**config.mk**
```make
export PLATFORM = sky130hd
export DESIGN_NAME = kibf_ram
export DESIGN_NICKNAME = d
export VERILOG_FILES = /design/src/rtl/core/assert_macros.svh /design/src/rtl/core/kibf_ram.sv
export SDC_FILE = /design/constraint.sdc
export NUM_CORES = 1
export LEC_CHECK = 0
export ABC_AREA = 1
export BUFFER_PORTS_ARGS = -buffer_cell sky130_fd_sc_hd__buf_4
export CORE_UTILIZATION = 50
export CTS_BUF_LIST = sky130_fd_sc_hd__clkbuf_8 sky130_fd_sc_hd__clkbuf_16
export CTS_CLUSTER_DIAMETER = 40
export DETAILED_ROUTE_END_ITERATION = 7
export PLACE_DENSITY = 0.73
export SLEW_MARGIN = 20
export SYNTH_ARGS = -nofsm -noshare
export SYNTH_HDL_FRONTEND = slang
export SYNTH_SLANG_ARGS = --single-unit
```
**constraint.sdc**
```tcl
create_clock -name clk -period 1.5 [get_ports clk]
set_input_delay 0.15 -clock clk [delete_from_list [all_inputs] [get_ports clk]]
set_output_delay 0.15 -clock clk [all_outputs]
set_load 0.03 [all_outputs]
```
**src/rtl/core/assert_macros.svh**
```systemverilog
// ----------------------------------------------------------------------------
// Assertion macros
// Shared concurrent assertion wrappers, clocked on clk.
// ----------------------------------------------------------------------------
`ifndef ASSERT_MACROS_SVH
`define ASSERT_MACROS_SVH

// Checked on every clock edge outside reset.
`define KIBF_ASSERT(label, prop, msg) \
  label: assert property (@(posedge clk) disable iff (rst) prop) \
    else $error(msg);

// Checked on every clock edge, reset included.
`define KIBF_ASSERT_ALWAYS(label, prop, msg) \
  label: assert property (@(posedge clk) prop) else $error(msg);

`endif

```
**src/rtl/core/kibf_ram.sv**
```systemverilog
// ----------------------------------------------------------------------------
// kibf_ram
// Simple dual-port RAM: one write port, one read port, registered read.
// ----------------------------------------------------------------------------
`default_nettype none

module kibf_ram #(
  parameter int  WIDTH  = 8,
  parameter int  DEPTH  = 16,
  localparam int ADDR_W = (DEPTH > 1) ? $clog2(DEPTH) : 1
) (
  input  logic              clk,
  input  logic              we,
  input  logic [ADDR_W-1:0] waddr,
  input  logic [WIDTH-1:0]  wdata,
  input  logic [ADDR_W-1:0] raddr,
  output logic [WIDTH-1:0]  rdata
);

  logic [WIDTH-1:0] mem [DEPTH];

  // Write port and registered read port
  always_ff @(posedge clk) begin
    if (we) begin
      mem[waddr] <= wdata;
    end
    rdata <= mem[raddr];
  end

endmodule

`default_nettype wire

```
==> reports/metrics.csv <==
metric,value,unit
HP Class,input pin to register,
overall routing resource usage,0.236,
vias,3906,
register area,4000,µm²
first-pass GRT wire length,20000,µm
post-CTS setup buffer count,0,
multi-input logic area,1210,µm²
sequential-to-total area share from yosys stat,0.694,
Total Neg Setup Slack,0,ns
Post-Place Setup Slack,0.219,ns
drt total wl,12600,µm
Worst R2R Start,mem[1][3],
CP Capture Type,primary output,
initial antenna violation count,0,
Worst-Skew Late Latency,0.41,ns
hold_buf cts,0,
"Largest delay share family, worst path",flip-flops,
# H-tree levels,4,
vias in the first global route,3896,
max-slew violation count,0,
status,completed,
CTS resizes,0,
Area Overhead vs Synth,17.8,%
# setup viols final,0,
Syn Inst Count,551,
CTS tree,yes,
Tmin final,1.08,ns
R2R Setup Slk,0.47,ns
reg-to-reg endpoint,rdata[3],
crit-path cells,buf_4,
PD cells,1360,nW/µm²
Routed wire per std cell,16.9,µm
Critical Path Max Stage Delay,0.35,ns
slowest CP cell,dfxtp_1,
Pre-antenna DRT Iters,5,
YS warnings,0,
Tightest Pin Transition,0.529,ns
crit path DAT,0.93,ns
Num CTS Buffers,17,
Stages on worst setup path,1,
Filler Cell Count,863,
Starting Density,0.523,
Leak Pwr,2.97,nW
Die Ht,109,µm
Worst-path clk slew,0.06,ns
number of DRC markers in iteration 0,328,
clk sinks,136,
Critical Path Sink,rdata[1],
Max Fclk,0.926,GHz
"Avg Cell Area, Syn",10.5,µm²
gr ovfl total,0,
Slew HR,0.647,
unrepaired setup endpoints after global routing,false,
CP required,1.35,ns
nets@finish,611,
Final Hold Viols,0,
CTS Buffer Depth,2,
distinct cell type count after synthesis,12,
io pins,26,
clock skew,0.00804,ns
synthesized area,5770,µm²
"leading cell types in the layout, fill and taps excluded","nand2_1 (173), edfxtp_1 (128), inv_1 (101)",
Register-to-Register Path Depth,6,
PortBufs,25,
Yosys reg bits,136,
core area,11000,µm²
Die Footprint,12000,µm²
root buffer cell,clkbuf_16,
Final ANT Viol Nets,0,
source of the critical timing path,rdata[1],
worst path bufs/invs,1,
Synthesized Nets,569,
Die Span X,109,µm
max-cap viol count,0,
Max IR drop VDD,0.695,mV
Final WS setup,0.420,ns
Vias/cell,5.24,
critical path class,register to primary output,
Post-DP HPWL,7810,µm
worst-path fanout max,1,
Post-route DRC,0,
Rows,38,
post-route clock period utilization,0.720,
share of layout cells above drive strength 1,0.129,
Final GP Congestion,0.854,
Worst setup SP type,register,
"commonest non-fill, non-tap cell in the layout",nand2_1,
largest net degree at the start of global routing,34,
Diodes inserted,0,
-- cells in the mapped netlist --
cell type	number	share of area
nand2_1	173	0.11
edfxtp_1	128	0.67
inv_1	100	0.065
nand3_1	97	0.084
nor2_1	17	0.011
buf_2	13	0.011
dfxtp_1	8	0.028
buf_6	6	0.012
buf_4	4	0.0052
inv_2	2	0.0013
nand3b_1	2	0.0026
buf_1	1	0.00065
-- per-layer routing --
| layer | global-route usage | up-vias | part of all wire |
|---|---|---|---|
| li1 | - | 1858 | - |
| met4 | 0.0905 | 0 | 0.024 |
| met3 | 0.0717 | 29 | 0.081 |
| met2 | 0.384 | 167 | 0.49 |
| met1 | 0.299 | 1852 | 0.40 |
| met5 | 0 | - | 0 |
-- kinds of logic after synthesis --
| logic type | Yosys count | synth area share |
|---|---|---|
| flip-flops | 136 | 0.694 |
| AND/OR/NAND/NOR | 289 | 0.210 |
| buffers and inverters | 126 | 0.0952 |
-- state kept, by name, indices dropped and copies added, names as in the netlist --
| register | flops |
|---|---|
| mem | 128 |
| rdata | 8 |
-- through the flow --
stage / hold slack (ns) / cells / power [mW] / util / area, µm²
after global placement: 0.470 / 714 / 4.93 / 0.559 / 6170
after detailed placement: 0.475 / 714 / 4.95 / 0.559 / 6170
final: 0.0737 / 746 / 9.21 / 0.616 / 6800
after CTS: 0.0577 / 746 / 9.27 / 0.616 / 6800
after floorplan: 0.249 / 551 / 4.70 / - / 5770
after global routing: 0.0783 / 746 / 9.48 / 0.616 / 6800
-- power breakdown --
part           switching [mW]  internal [mW]
Clock                    1.48           2.85
Combinational           0.407          0.188
Sequential             0.0260           4.25
-- how the worst min path moves through the flow --
stage / from / endpoint / slack [ns] / cells past startpoint
2_1_floorplan: wdata[0] / mem[0][0] / 0.25 / 0
3_3_place_gp: raddr[3] / rdata[4] / 0.47 / 3
3_5_place_dp: raddr[3] / rdata[4] / 0.47 / 3
4_1_cts: raddr[3] / rdata[4] / 0.06 / 3
5_1_grt: raddr[3] / rdata[3] / 0.08 / 3
6_report: raddr[3] / rdata[4] / 0.07 / 3
-- layout make-up --
class | instances | area share
clock buffer | 19 | 0.0667
clock inverter | 13 | 0.0260
inverter | 102 | 0.0563
multi-input combinational | 289 | 0.179
sequential | 136 | 0.589
tap | 140 | 0.0258
timing repair buffer | 47 | 0.0574
No activity file was read; power rests on OpenSTA's default activity.
